`config.mk`:
```
export PLATFORM = sky130hd
export DESIGN_NAME = assembler_string_directive_encoder_unit
export DESIGN_NICKNAME = d
export VERILOG_FILES = /design/src/rtl/core/asde_pkg.sv /design/src/rtl/core/assembler_string_directive_encoder_unit.sv /design/src/rtl/core/asde_ram.sv /design/src/rtl/core/asde_parse.sv
export SDC_FILE = /design/constraint.sdc
export NUM_CORES = 1
export LEC_CHECK = 0
export BUFFER_PORTS_ARGS = -buffer_cell sky130_fd_sc_hd__clkbuf_2
export CAP_MARGIN = 20
export CORE_MARGIN = 2
export CORE_UTILIZATION = 30
export CTS_CLUSTER_DIAMETER = 30
export DETAILED_ROUTE_END_ITERATION = 6
export GPL_TIMING_DRIVEN = 0
export PLACE_DENSITY_LB_ADDON = 0.2
export SYNTH_ARGS = -nofsm -noshare
export SYNTH_HDL_FRONTEND = slang
export SYNTH_SLANG_ARGS = --single-unit
export TNS_END_PERCENT = 1
```
`constraint.sdc`:
```
create_clock -name clock -period 6.7 [get_ports clock]
set_input_delay 0.67 -clock clock [delete_from_list [all_inputs] [get_ports clock]]
set_output_delay 0.67 -clock clock [all_outputs]
set_load 0.005 [all_outputs]
```
`src/rtl/core/asde_pkg.sv`:
```
// shared types, constants and helpers of the string directive encoder
// no dependencies; imported by the top level, the parser and the testbench

package asde_pkg;

   localparam int BufDepthDefault = 62;
   localparam int CountW          = 7;
   localparam int IdxW            = 6;
   localparam int ErrW            = 3;
   localparam int ModeW           = 3;

   // error codes
   localparam logic [ErrW-1:0] ErrNone     = 3'd0;
   localparam logic [ErrW-1:0] ErrMismatch = 3'd1;
   localparam logic [ErrW-1:0] ErrOperand  = 3'd2;
   localparam logic [ErrW-1:0] ErrMode     = 3'd3;
   localparam logic [ErrW-1:0] ErrOverflow = 3'd4;

   // directive modes
   localparam logic [ModeW-1:0] ModeAsc  = 3'd0;
   localparam logic [ModeW-1:0] ModeStr  = 3'd1;
   localparam logic [ModeW-1:0] ModeStrl = 3'd2;
   localparam logic [ModeW-1:0] ModeRev  = 3'd3;
   localparam logic [ModeW-1:0] ModeFls  = 3'd4;
   localparam logic [ModeW-1:0] ModeInv  = 3'd5;
   localparam logic [ModeW-1:0] ModeDci  = 3'd6;

   localparam logic [7:0] DelimSplit = 8'h27;
   localparam logic [7:0] CharComma  = 8'h2C;
   localparam logic [7:0] CharSpace  = 8'h20;
   localparam logic [7:0] MaskLimit  = 8'h60;
   localparam logic [7:0] FlashBit   = 8'h40;

   // csr register index
   localparam logic RegEmitEnable = 1'b0;

   // run status handed from the character parser to the emit sequencer
   typedef struct packed {
      logic [CountW-1:0] fill;
      logic              text_open;
      logic              nibble;
      logic              first_high;
      logic [IdxW-1:0]   last_text;
      logic              mismatch;
      logic              overflow;
   } status_type;

   // hex digit decode: bit 4 set when the character is a hex digit
   function automatic logic [4:0] hex_value(input logic [7:0] c);
      logic [4:0] r;
      r = 5'd0;
      if (c >= 8'h30 && c <= 8'h39) begin
         r = {1'b1, 4'(c - 8'h30)};
      end else if (c >= 8'h61 && c <= 8'h66) begin
         r = {1'b1, 4'(c - 8'h57)};
      end else if (c >= 8'h41 && c <= 8'h46) begin
         r = {1'b1, 4'(c - 8'h37)};
      end
      return r;
   endfunction

endpackage

```
`src/rtl/core/assembler_string_directive_encoder_unit.sv`:
```
// top level of the string directive encoder: csr, emit sequencer, output register
// depends on asde_pkg, asde_ram and asde_parse
// requests other than a last one are taken one per cycle while idle; a last request holds
// off the next until its run is out (plan, then ram read and output load per result, with
// one result per byte plus length prefix, or a single one when none go out); stalls add to it
// reset: synchronous, clears control and csr (emit_enable 1); text buffer left as is

module assembler_string_directive_encoder_unit
   import asde_pkg::*;
#(
   parameter int BufDepth = BufDepthDefault
) (
   input  logic              clock,
   input  logic              reset,
   // request channel
   input  logic              req_valid,
   output logic              req_stall,
   input  logic [7:0]        req_character,
   input  logic              req_has_char,
   input  logic [ModeW-1:0]  req_mode,
   input  logic              req_last,
   // response channel
   output logic              rsp_valid,
   input  logic              rsp_stall,
   output logic [7:0]        rsp_data_byte,
   output logic              rsp_byte_valid,
   output logic [CountW-1:0] rsp_byte_count,
   output logic [ErrW-1:0]   rsp_error_code,
   output logic              rsp_end_of_run,
   // csr port
   input  logic              psel,
   input  logic              penable,
   input  logic              pwrite,
   input  logic [2:0]        paddr,
   input  logic [31:0]       pwdata,
   output logic [31:0]       prdata,
   output logic              pready
);

   localparam int AddrW = BufDepth > 1 ? $clog2(BufDepth) : 1;

   typedef enum logic [1:0] {
      S_IDLE,
      S_PLAN,
      S_READ,
      S_PUT
   } state_type;

   // sequencer state and registered outputs
   state_type         state_ff, state_in;
   logic              emit_enable_ff, emit_enable_in;
   logic [ModeW-1:0]  mode_ff, mode_in;
   logic [CountW-1:0] idx_ff, idx_in;
   logic [CountW-1:0] total_ff, total_in;
   logic [1:0]        prefix_ff, prefix_in;
   logic              rev_ff, rev_in;
   logic              mask_ff, mask_in;
   logic              flash_ff, flash_in;
   logic              dci_ff, dci_in;
   logic [CountW-1:0] count_ff, count_in;
   logic [ErrW-1:0]   err_ff, err_in;
   logic              rsp_valid_ff, rsp_valid_in;
   logic [7:0]        rsp_data_ff, rsp_data_in;
   logic              rsp_bvalid_ff, rsp_bvalid_in;
   logic [CountW-1:0] rsp_count_ff, rsp_count_in;
   logic [ErrW-1:0]   rsp_err_ff, rsp_err_in;
   logic              rsp_eor_ff, rsp_eor_in;

   status_type        status;
   logic              accept;
   logic              run_clear;
   logic              csr_write;
   logic              wr_en;
   logic [AddrW-1:0]  wr_addr;
   logic [7:0]        wr_data;
   logic [AddrW-1:0]  rd_addr;
   logic [7:0]        rd_data;

   // plan decode
   logic [1:0]        plan_prefix;
   logic              plan_rev;
   logic              plan_mask;
   logic              plan_flash;
   logic              plan_dci;
   logic              plan_bad_mode;

   // walk of the buffer
   logic [CountW-1:0] data_idx;
   logic [CountW-1:0] buf_idx;
   logic              out_free;
   logic              is_final;
   logic [7:0]        low7;
   logic [7:0]        put_byte;

   assign accept    = req_valid && !req_stall;
   assign req_stall = (state_ff != S_IDLE);

   // csr: a single register at word 0; writes elsewhere are dropped
   assign pready    = 1'b1;
   assign csr_write = psel && penable && pwrite && (paddr[2] == RegEmitEnable);
   assign prdata    = (paddr[2] == RegEmitEnable) ? {31'd0, emit_enable_ff} : 32'd0;

   asde_parse #(
      .BufDepth (BufDepth)
   ) u_parse (
      .clock     (clock),
      .reset     (reset),
      .take      (accept && req_has_char),
      .character (req_character),
      .run_clear (run_clear),
      .wr_en     (wr_en),
      .wr_addr   (wr_addr),
      .wr_data   (wr_data),
      .status    (status)
   );

   asde_ram #(
      .Width (8),
      .Depth (BufDepth)
   ) u_text_ram (
      .clock   (clock),
      .wr_en   (wr_en),
      .wr_addr (wr_addr),
      .wr_data (wr_data),
      .rd_addr (rd_addr),
      .rd_data (rd_data)
   );

   // mode decode, taken in the plan cycle
   always_comb begin
      plan_prefix   = 2'd0;
      plan_rev      = 1'b0;
      plan_mask     = 1'b0;
      plan_flash    = 1'b0;
      plan_dci      = 1'b0;
      plan_bad_mode = 1'b0;
      unique case (mode_ff)
         ModeAsc:  plan_prefix = 2'd0;
         ModeStr:  plan_prefix = 2'd1;
         ModeStrl: plan_prefix = 2'd2;
         ModeRev:  plan_rev    = 1'b1;
         ModeFls: begin
            plan_mask  = 1'b1;
            plan_flash = 1'b1;
         end
         ModeInv:  plan_mask   = 1'b1;
         ModeDci:  plan_dci    = 1'b1;
         default:  plan_bad_mode = 1'b1;
      endcase
   end

   // result index past the length prefix, and its place in the buffer
   assign data_idx = idx_ff - CountW'(prefix_ff);
   assign buf_idx  = rev_ff ? (status.fill - CountW'(1) - data_idx) : data_idx;
   assign rd_addr  = buf_idx[AddrW-1:0];

   // byte transform of the current buffer read
   assign low7 = {1'b0, rd_data[6:0]};
   always_comb begin
      put_byte = rd_data;
      if (idx_ff < CountW'(prefix_ff)) begin
         // length prefix: low byte of the fill count, then a zero high byte
         put_byte = (idx_ff == CountW'(0)) ? 8'(status.fill) : 8'd0;
      end else begin
         if (mask_ff) begin
            if (low7 < MaskLimit) begin
               put_byte = {2'b00, low7[5:0]} | (flash_ff ? FlashBit : 8'd0);
            end else begin
               put_byte = low7;
            end
         end
         if (dci_ff && (data_idx[IdxW-1:0] == status.last_text)) begin
            put_byte[7] = status.first_high;
         end
      end
   end

   assign out_free  = !rsp_valid_ff || !rsp_stall;
   assign is_final  = (total_ff == CountW'(0)) || (idx_ff + CountW'(1) == total_ff);
   assign run_clear = (state_ff == S_PUT) && out_free && is_final;

   always_comb begin
      state_in       = state_ff;
      emit_enable_in = emit_enable_ff;
      mode_in        = mode_ff;
      idx_in         = idx_ff;
      total_in       = total_ff;
      prefix_in      = prefix_ff;
      rev_in         = rev_ff;
      mask_in        = mask_ff;
      flash_in       = flash_ff;
      dci_in         = dci_ff;
      count_in       = count_ff;
      err_in         = err_ff;
      rsp_valid_in   = rsp_valid_ff && rsp_stall;
      rsp_data_in    = rsp_data_ff;
      rsp_bvalid_in  = rsp_bvalid_ff;
      rsp_count_in   = rsp_count_ff;
      rsp_err_in     = rsp_err_ff;
      rsp_eor_in     = rsp_eor_ff;

      if (csr_write) begin
         emit_enable_in = pwdata[0];
      end

      unique case (state_ff)
         S_IDLE: begin
            if (accept) begin
               mode_in = req_mode;
               if (req_last) begin
                  state_in = S_PLAN;
               end
            end
         end
         S_PLAN: begin
            // parser state now includes the last character
            idx_in    = '0;
            prefix_in = plan_prefix;
            rev_in    = plan_rev;
            mask_in   = plan_mask;
            flash_in  = plan_flash;
            dci_in    = plan_dci;
            priority if (status.overflow) begin
               err_in   = ErrOverflow;
               count_in = '0;
               total_in = '0;
            end else if (status.text_open || status.nibble) begin
               err_in   = ErrOperand;
               count_in = '0;
               total_in = '0;
            end else begin
               // unknown mode still emits the bytes unchanged, count zero
               count_in = plan_bad_mode ? CountW'(0)
                                        : status.fill + CountW'(plan_prefix);
               err_in   = plan_bad_mode ? ErrMode
                        : (status.mismatch ? ErrMismatch : ErrNone);
               total_in = emit_enable_ff ? status.fill + CountW'(plan_prefix)
                                         : CountW'(0);
            end
            state_in = S_READ;
         end
         S_READ: begin
            // ram address settles here, data is ready in the next cycle
            state_in = S_PUT;
         end
         S_PUT: begin
            if (out_free) begin
               rsp_valid_in  = 1'b1;
               rsp_bvalid_in = (total_ff != CountW'(0));
               rsp_data_in   = (total_ff != CountW'(0)) ? put_byte : 8'd0;
               rsp_count_in  = is_final ? count_ff : CountW'(0);
               rsp_err_in    = is_final ? err_ff : ErrNone;
               rsp_eor_in    = is_final;
               if (is_final) begin
                  state_in = S_IDLE;
               end else begin
                  idx_in   = idx_ff + CountW'(1);
                  state_in = S_READ;
               end
            end
         end
         default: state_in = S_IDLE;
      endcase
   end

   always_ff @(posedge clock) begin
      if (reset) begin
         state_ff       <= S_IDLE;
         emit_enable_ff <= 1'b1;
         rsp_valid_ff   <= 1'b0;
      end else begin
         state_ff       <= state_in;
         emit_enable_ff <= emit_enable_in;
         rsp_valid_ff   <= rsp_valid_in;
      end
      mode_ff       <= mode_in;
      idx_ff        <= idx_in;
      total_ff      <= total_in;
      prefix_ff     <= prefix_in;
      rev_ff        <= rev_in;
      mask_ff       <= mask_in;
      flash_ff      <= flash_in;
      dci_ff        <= dci_in;
      count_ff      <= count_in;
      err_ff        <= err_in;
      rsp_data_ff   <= rsp_data_in;
      rsp_bvalid_ff <= rsp_bvalid_in;
      rsp_count_ff  <= rsp_count_in;
      rsp_err_ff    <= rsp_err_in;
      rsp_eor_ff    <= rsp_eor_in;
   end

   assign rsp_valid      = rsp_valid_ff;
   assign rsp_data_byte  = rsp_data_ff;
   assign rsp_byte_valid = rsp_bvalid_ff;
   assign rsp_byte_count = rsp_count_ff;
   assign rsp_error_code = rsp_err_ff;
   assign rsp_end_of_run = rsp_eor_ff;

endmodule

```
`src/rtl/core/asde_ram.sv`:
```
// generic single-write, single-read ram with registered read data
// depends on nothing

module asde_ram #(
   parameter int Width = 8,
   parameter int Depth = 62
) (
   input  logic                                   clock,
   input  logic                                   wr_en,
   input  logic [(Depth > 1 ? $clog2(Depth) : 1)-1:0] wr_addr,
   input  logic [Width-1:0]                       wr_data,
   input  logic [(Depth > 1 ? $clog2(Depth) : 1)-1:0] rd_addr,
   output logic [Width-1:0]                       rd_data
);

   logic [Width-1:0] mem_ff [Depth];
   logic [Width-1:0] rd_data_ff;

   always_ff @(posedge clock) begin
      if (wr_en) begin
         mem_ff[wr_addr] <= wr_data;
      end
      rd_data_ff <= mem_ff[rd_addr];
   end

   assign rd_data = rd_data_ff;

endmodule

```
`src/rtl/core/asde_parse.sv`:
```
// operand character parser: delimiters, hex pairs, buffer write port
// depends on asde_pkg

module asde_parse
   import asde_pkg::*;
#(
   parameter int BufDepth = BufDepthDefault
) (
   input  logic                                         clock,
   input  logic                                         reset,
   input  logic                                         take,
   input  logic [7:0]                                   character,
   input  logic                                         run_clear,
   output logic                                         wr_en,
   output logic [(BufDepth > 1 ? $clog2(BufDepth) : 1)-1:0] wr_addr,
   output logic [7:0]                                   wr_data,
   output status_type                                   status
);

   localparam int AddrW = BufDepth > 1 ? $clog2(BufDepth) : 1;

   logic [CountW-1:0] fill_ff, fill_in;
   logic [7:0]        open_ff, open_in;
   logic [7:0]        first_ff, first_in;
   logic              nibble_ff, nibble_in;
   logic [3:0]        partial_ff, partial_in;
   logic [IdxW-1:0]   last_text_ff, last_text_in;
   logic              mismatch_ff, mismatch_in;
   logic              overflow_ff, overflow_in;

   logic [4:0] hex;
   logic       store;
   logic       store_text;
   logic [7:0] store_byte;
   logic       full;

   assign hex  = hex_value(character);
   assign full = (fill_ff >= CountW'(BufDepth));

   always_comb begin
      fill_in      = fill_ff;
      open_in      = open_ff;
      first_in     = first_ff;
      nibble_in    = nibble_ff;
      partial_in   = partial_ff;
      last_text_in = last_text_ff;
      mismatch_in  = mismatch_ff;
      overflow_in  = overflow_ff;
      store        = 1'b0;
      store_text   = 1'b0;
      store_byte   = 8'd0;

      if (take) begin
         if (open_ff != 8'd0) begin
            if (character == open_ff) begin
               open_in = 8'd0;
            end else begin
               store      = 1'b1;
               store_text = 1'b1;
               store_byte = (open_ff >= DelimSplit) ? {1'b0, character[6:0]}
                                                    : {1'b1, character[6:0]};
            end
         end else if (character == CharComma || character == CharSpace) begin
            open_in = open_ff;
         end else if (!hex[4]) begin
            // a nul opens nothing but still counts for the mismatch check
            open_in = character;
            if (first_ff == 8'd0) begin
               first_in = character;
            end else if (character != first_ff) begin
               mismatch_in = 1'b1;
            end
         end else if (!nibble_ff) begin
            partial_in = hex[3:0];
            nibble_in  = 1'b1;
         end else begin
            store      = 1'b1;
            store_byte = {partial_ff, hex[3:0]};
            partial_in = 4'd0;
            nibble_in  = 1'b0;
         end
      end

      if (store) begin
         if (full) begin
            overflow_in = 1'b1;
         end else begin
            fill_in = fill_ff + CountW'(1);
            if (store_text) begin
               last_text_in = fill_ff[IdxW-1:0];
            end
         end
      end
   end

   always_ff @(posedge clock) begin
      if (reset || run_clear) begin
         fill_ff      <= '0;
         open_ff      <= '0;
         first_ff     <= '0;
         nibble_ff    <= 1'b0;
         partial_ff   <= '0;
         last_text_ff <= '0;
         mismatch_ff  <= 1'b0;
         overflow_ff  <= 1'b0;
      end else begin
         fill_ff      <= fill_in;
         open_ff      <= open_in;
         first_ff     <= first_in;
         nibble_ff    <= nibble_in;
         partial_ff   <= partial_in;
         last_text_ff <= last_text_in;
         mismatch_ff  <= mismatch_in;
         overflow_ff  <= overflow_in;
      end
   end

   assign wr_en   = store && !full;
   assign wr_addr = fill_ff[AddrW-1:0];
   assign wr_data = store_byte;

   assign status.fill       = fill_ff;
   assign status.text_open  = (open_ff != 8'd0);
   assign status.nibble     = nibble_ff;
   assign status.first_high = (first_ff >= DelimSplit);
   assign status.last_text  = last_text_ff;
   assign status.mismatch   = mismatch_ff;
   assign status.overflow   = overflow_ff;

endmodule

```
==> results of run 1 <==
[sequential cells by signal, indices dropped and copies added, names as in the netlist, 2 cells and up]
register,flops
idx_ff,7
prefix_ff,2
u_parse.last_text_ff,6
u_parse.fill_ff,7
total_ff,7
u_parse.partial_ff,4
count_ff,7
rsp_byte_count,7
u_text_ram.mem_ff,496
rsp_data_byte,8
mode_ff,3
state_ff,2
rsp_error_code,3
err_ff,3
u_text_ram.rd_data,8
u_parse.first_ff,8
u_parse.open_ff,8
[stage by stage]
stage          instances  power (mW)  hold WS, ps  cell area (µm²)  setup slack, ps
4_1_cts             4142        13.8         87.3            35800              272
3_3_place_gp        3859        6.75          444            30500            -2650
6_report            4144        13.8          123            35800              187
2_1_floorplan       2554        5.68          427            28700             2120
5_1_grt             4142        14.2         97.7            35800             6.78
3_5_place_dp        3877        6.80          446            30900              292
[routing by layer]
| layer | vias to the layer above | wire length [µm] | track usage (%) |
|---|---|---|---|
| li1 | 10100 | - | - |
| met1 | 11700 | 47900 | 30.7 |
| met2 | 1216 | 49700 | 34.0 |
| met3 | 284 | 9800 | 4.85 |
| met4 | 0 | 6230 | 11.8 |
| met5 | - | 0 | 0 |
[cells by family (layout without fill, tap and decap cells)]
group,Yosys count,after routing
AO/OA/AOI/OAI,862,862
other,2,34
flip-flops,597,597
multiplexers,8,8
AND/OR/NAND/NOR,665,665
buffers and inverters,319,642
adder cells (fa/ha/maj),19,19
XOR/XNOR,52,52
[synthesized netlist by cell type (all sizes together) (4+ instances only)]
master | n | area (µm²)
o311ai | 7 | 61.3
nor3b | 4 | 30.0
nor4b | 4 | 35.0
inv | 77 | 289
and3 | 5 | 31.3
buf | 72 | 423
o32a | 8 | 80.1
o31ai | 102 | 766
a32oi | 4 | 35.0
or3 | 37 | 231
a22oi | 4 | 30.0
o21a | 12 | 90.1
xor2 | 23 | 201
clkbuf | 169 | 638
nand3 | 27 | 135
and2 | 8 | 51.3
a211o | 4 | 43.8
o41ai | 23 | 201
o22a | 23 | 201
nor3 | 19 | 95.1
a31oi | 41 | 257
nor2b | 141 | 882
o22ai | 128 | 801
o221ai | 19 | 166
a22o | 20 | 175
nand2b | 5 | 31.3
o21bai | 4 | 33.8
xnor2 | 29 | 254
ha | 16 | 200
mux2i | 6 | 60.1
a21oi | 172 | 861
nand2 | 75 | 282
o211ai | 85 | 638
nor4 | 8 | 50.1
edfxtp | 549 | 16500
or2 | 7 | 43.8
dfxtp | 48 | 961
nand4 | 7 | 58.8
nor2 | 304 | 1150
o21ai | 100 | 500
a211oi | 81 | 608
o32ai | 15 | 131
[critical path, delay by kind of cell, from the launching register on]
family,cells,cell delay (ps)
flip-flops,1,480
AND/OR/NAND/NOR,1,220
adder cells (fa/ha/maj),3,1390
buffers and inverters,5,2210
AO/OA/AOI/OAI,5,2020
[cell type report]
type | instances | area, µm²
Antenna cell | 2 | 5.00
Buffer | 240 | 1060
Tap cell | 1265 | 1580
Clock inverter | 92 | 993
Multi-Input combinational cell | 1638 | 10000
Sequential cell | 597 | 17400
Timing Repair Buffer | 59 | 563
Clock buffer | 173 | 3890
Fill cell | 9233 | 58900
Inverter | 78 | 293
[final timing paths]
path / slack (ps) / endpoint / cells after the start / startpoint
worst max-delay path: 190 / u_text_ram.rd_data[7] / 14 / idx_ff[0]
worst min-delay path: 120 / mode_ff[0] / 1 / req_mode[0]
worst max register to register: 190 / u_text_ram.rd_data[7] / 14 / idx_ff[0]
worst min register to register: 460 / u_parse.mismatch_ff / 2 / u_parse.mismatch_ff
[power groups by stage]
stage	combinational [mW]	sequential (mW)	clock (mW)
2_1_floorplan	1.44	4.24	0
3_3_place_gp	2.48	4.27	0
3_5_place_dp	2.55	4.25	0
4_1_cts	2.55	4.19	7.06
5_1_grt	2.74	4.19	7.26
6_report	2.63	4.19	7.01
==> flow_metrics.env, run 1 <==
export IMPL_status="finished clean"
export IMPL_dieArea_um2=97900
export IMPL_synth_top_family_by_area="compound AO/OA/AOI/OAI gates"
export IMPL_min_period_ps=6510
export IMPL_cts_setup_buffers=0
export IMPL_final_antenna_net_count=0
export IMPL_port_buffer_count=40
export IMPL_die_h_um=313
export IMPL_grt_antenna_before_repair=3
export IMPL_synth_warnings=0
export IMPL_power_internal_mw=9.66
export IMPL_drc=0
export IMPL_synthSimpleGateAreaFrac_pct=11.3
export IMPL_crit_fanout=16
export IMPL_cts_tree="yes"
export IMPL_setup_viol=0
export IMPL_comb_power_share_pct=19.0
export IMPL_syn_inst=2524
export IMPL_overflow=0
export IMPL_drt_wl_total_mm=114
export IMPL_setup_tns_ps=0
export IMPL_synth_ff_type="edfxtp_1"
export IMPL_netlist_area_um2=28600
export IMPL_synth_compound_area_share_pct=20.2
export IMPL_grt_start_max_net_pins=36
export IMPL_switching_share_pct=30.2
export IMPL_cts_sinks=597
export IMPL_vias=23300
export IMPL_clkTransAtPathRegs_ps=50
export IMPL_cts_root_buf="clkbuf_16"
export IMPL_worstPathCellList="inv_1, ha_1, inv_1, fa_1, clkinv_1, clkbuf_1, ha_1, a211oi_1, o211a_1, or2_2, clkbuf_1, a31oi_1, a22o_1, a211oi_1"
export IMPL_synth_edff_count=549
export IMPL_fin_skew_ps=22.8
export IMPL_hold_class="input pin to flip-flop"
export IMPL_path_class="flip-flop to flip-flop"
export IMPL_slew_headroom_pct=22.5
export IMPL_synth_fa_ha_area_share_pct=0.909
export IMPL_rows=113
export IMPL_leakage_nw=12.2
export IMPL_mostFrequentLayoutCells="549 x edfxtp_1, 296 x nor2_1, 187 x clkbuf_1"
export IMPL_hold_viol_final=0
export IMPL_fin_util_pct=37.8
export IMPL_final_nets=2833
export IMPL_cts_buffer_depth=3
export IMPL_power_share_clock_pct=50.7
export IMPL_worst_setup_path_start_kind="flip-flop"
export IMPL_slowest_delay_ps=870
export IMPL_yosysSeqAreaShare_pct=61.0
export IMPL_syn2layout_area_growth_pct=25.2
export IMPL_ys_types=76
export IMPL_synthXorXnorAreaFrac_pct=1.59
export IMPL_power_density_nw_per_um2=386
export IMPL_synthMuxAreaShare_pct=0.288
export IMPL_fin_crit_sh_pct=97.2
export IMPL_layout_commonest_cell="edfxtp_1"
export IMPL_drt_wirelength_per_cell_um=27.4
export IMPL_cp_slowest_cell="clkinv_1"
export IMPL_maxSlewViolCount=0
export IMPL_clkLatencyLatePin_ps=740
export IMPL_rsz0062_at_grt="false"
export IMPL_grt_usage_pct=22.7
export IMPL_peakVddDrop_v=0.000211
export IMPL_cts_resized=0
export IMPL_cts_hold_buf=0
export IMPL_worstSetupEndpointType="flip-flop"
export IMPL_grt_pass1_wl_mm=160
export IMPL_detail_route_first_pass_iterations=6
export IMPL_drive_above_1_share_pct=12.5
export IMPL_detailed_place_hpwl_mm=81.7
export IMPL_drv_cap=0
export IMPL_power_switching_mw=4.17
export IMPL_pin_count=110
export IMPL_htree_levels=4
export IMPL_grt_pass1_vias=22400
export IMPL_seq_power_share_pct=30.3
export IMPL_place_gp_congestion=0.962
export IMPL_via_per_inst=5.63
export IMPL_chipWidth_um=313
export IMPL_clock_fmax_mhz=154
export IMPL_cts_made_buffers=145
export IMPL_start_util_pct=30.2
export IMPL_ys_ff_latch=597
export IMPL_synthArstFlopShare_pct=0
export IMPL_coreArea_um2=94700
export IMPL_syn_area_per_cell_um2=11.3
export IMPL_initialDrtViolationCount=2634
export IMPL_critPathArrivalTime_ps=7060
export IMPL_worstMarginPinSlew_ps=1160
export IMPL_cp_required_ps=7250
Power figures use the tool's default switching activity.
==> run 2, diff against run 1 <==
CORE_ASPECT_RATIO = 1.75   (was not set)
==> run 2 against run 1 <==
  * The flow now finishes with violations (DRC)
  * Combinational power increased by 3%
  * Register-to-register slack improved by 80 ps
  * Highest routed layer unchanged
  * Clock power fell by 30%
  * First-iteration DRC count shrank 15%
  * Largest cell class unchanged
  * Global-route usage increased by 1.6 points
  * Maximum frequency rose by 1.2%
  * Clock skew up 3.3 ps
  * Critical endpoint is now u_text_ram.rd_data[6]
  * Core utilization fell by 1.7 points
  * Largest power group unchanged
  * Count of clock-buffer cells in the layout fell by 69
  * Sequential power is essentially flat
  * Setup slack improved by 79 ps
==> flow_metrics.env, run 2 (synthesized netlist as in run 1, its figures left out) <==
export IMPL_regMostFlops="u_text_ram.mem_ff"
export IMPL_drive_above_1_share_pct=11.0
export IMPL_drt_wl_total_mm=121
export IMPL_drv_cap=0
export IMPL_pin_count=110
export IMPL_cp_slowest_cell="clkbuf_1"
export IMPL_htree_levels=3
export IMPL_detailed_place_hpwl_mm=88.2
export IMPL_drt_wirelength_per_cell_um=30.2
export IMPL_path_class="flip-flop to flip-flop"
export IMPL_grt_start_max_net_pins=37
export IMPL_largest_register_ffs=496
export IMPL_fin_skew_ps=26.1
export IMPL_grt_antenna_before_repair=1
export IMPL_status="finished, violations left"
export IMPL_start_util_pct=30.3
export IMPL_port_buffer_count=40
export IMPL_hold_class="input pin to flip-flop"
export IMPL_die_h_um=413
export IMPL_vias=22800
export IMPL_hold_worst_slack_ps=166
export IMPL_violations="DRC"
export IMPL_clock_fmax_mhz=155
export IMPL_cts_tree="yes"
export IMPL_worstPathCellList="inv_1, ha_1, inv_1, fa_1, fa_1, clkbuf_1, nand2b_1, clkbuf_1, clkbuf_1, o22ai_1, o31ai_1, a21oi_1, o32ai_2, nor3_1, a211o_1"
export IMPL_initialDrtViolationCount=2240
export IMPL_cp_required_ps=7240
export IMPL_grt_usage_pct=24.2
export IMPL_fillers=9254
export IMPL_chipWidth_um=238
export IMPL_coreArea_um2=94300
export IMPL_setup_viol=0
export IMPL_cts_root_buf="clkbuf_16"
export IMPL_detail_route_first_pass_iterations=7
export IMPL_dp_cells=3823
export IMPL_worstMarginPinSlew_ps=1220
export IMPL_rsz0062_at_grt="false"
export IMPL_layout_commonest_cell="edfxtp_1"
export IMPL_via_per_inst=5.71
export IMPL_power_mw=11.8
export IMPL_maxSlewViolCount=0
export IMPL_cts_buffer_depth=3
export IMPL_worst_setup_path_start_kind="flip-flop"
export IMPL_fin_ws_ps=266
export IMPL_slowest_delay_ps=860
export IMPL_syn2layout_area_growth_pct=19.1
export IMPL_rows=149
export IMPL_grt_pass1_vias=22700
export IMPL_peakVddDrop_v=0.000186
export IMPL_grt_pass1_wl_mm=167
export IMPL_power_density_nw_per_um2=345
export IMPL_slew_headroom_pct=18.8
export IMPL_cts_made_buffers=92
export IMPL_cts_sinks=597
export IMPL_drc=1
export IMPL_crit_fanout=10
export IMPL_crit_top_cell="clkbuf_1"
export IMPL_hold_viol_final=0
export IMPL_final_antenna_net_count=0
export IMPL_critPathArrivalTime_ps=6980
export IMPL_mostFrequentLayoutCells="549 x edfxtp_1, 296 x nor2_1, 173 x clkbuf_1"
export IMPL_clkLatencyLatePin_ps=680
export IMPL_worstSetupEndpointType="flip-flop"
export IMPL_dieArea_um2=98000
export IMPL_clkTransAtPathRegs_ps=60
export IMPL_finalNonFillerCells=3998
export IMPL_dp_slack_ps=-183
export IMPL_final_nets=2784
export IMPL_fin_crit_sh_pct=96.0
export IMPL_place_gp_congestion=0.968
export IMPL_leakage_nw=11.4
export IMPL_min_period_ps=6430
export IMPL_overflow=0
[run 2: cell count changes in the layout (fill, tap and decap cells not counted), moves of 9 or more]
cell,previous run,this run
clkinv_1,26,8
bufinv_16,17,7
clkbuf_16,152,95
clkinv_4,5,14
clkinv_2,24,8
clkbuf_1,187,173
[run 2: metal layers]
| layer | track usage (%) | routed length, µm | up-vias |
|---|---|---|---|
| met5 | 0 | 0 | - |
| met4 | 21.3 | 12100 | 0 |
| met3 | 3.84 | 6910 | 383 |
| met2 | 43.6 | 61200 | 1159 |
| met1 | 24.1 | 40400 | 11300 |
| li1 | - | - | 9998 |
[run 2: final cells by class]
class / count / area [µm²] / area share, %
clock buffer: 104 / 2430 / 7.13
clock inverter: 69 / 703 / 2.06
timing repair buffer: 62 / 629 / 1.85
sequential: 597 / 17400 / 51.2
multi-input combinational: 1638 / 10000 / 29.4
antenna: 1 / 2.50 / 0.00734
inverter: 78 / 293 / 0.859
buffer: 241 / 1060 / 3.12
tap: 1208 / 1510 / 4.43
[run 2: metrics by stage]
stage	utilization, %	cell area (µm²)	setup TNS, ps
floorplan	-	28700	0
global placement	32.3	30400	-780590
detailed placement	32.8	30900	-183
CTS	36.1	34100	0
global route	36.1	34100	0
finish	36.1	34100	0
[run 2: where the power goes]
part	internal (mW)	switching, mW
Sequential	4.14	0.0356
Clock	2.94	1.94
Combinational	0.748	1.96
[run 2: what timing repair did]
item,4_1_cts,5_1_grt
hold buffers,0,0
endpoints found under the setup margin,1,1
resized for setup,1,5
buffers inserted,0,0
[run 2: worst paths after layout]
path / start / end / slack, ps / cells past startpoint
min: req_mode[1] / mode_ff[1] / 170 / 1
max: idx_ff[0] / u_text_ram.rd_data[6] / 270 / 15
max reg2reg: idx_ff[0] / u_text_ram.rd_data[6] / 270 / 15
min reg2reg: u_parse.mismatch_ff / u_parse.mismatch_ff / 460 / 2
[run 2: worst max-delay path, delay by kind of cell (launching register included)]
kind | cells | cell delay [ps]
flops | 1 | 480
fa+ha+maj | 3 | 1440
simple gates | 2 | 630
buf+inv | 5 | 2310
compound gates | 5 | 1400
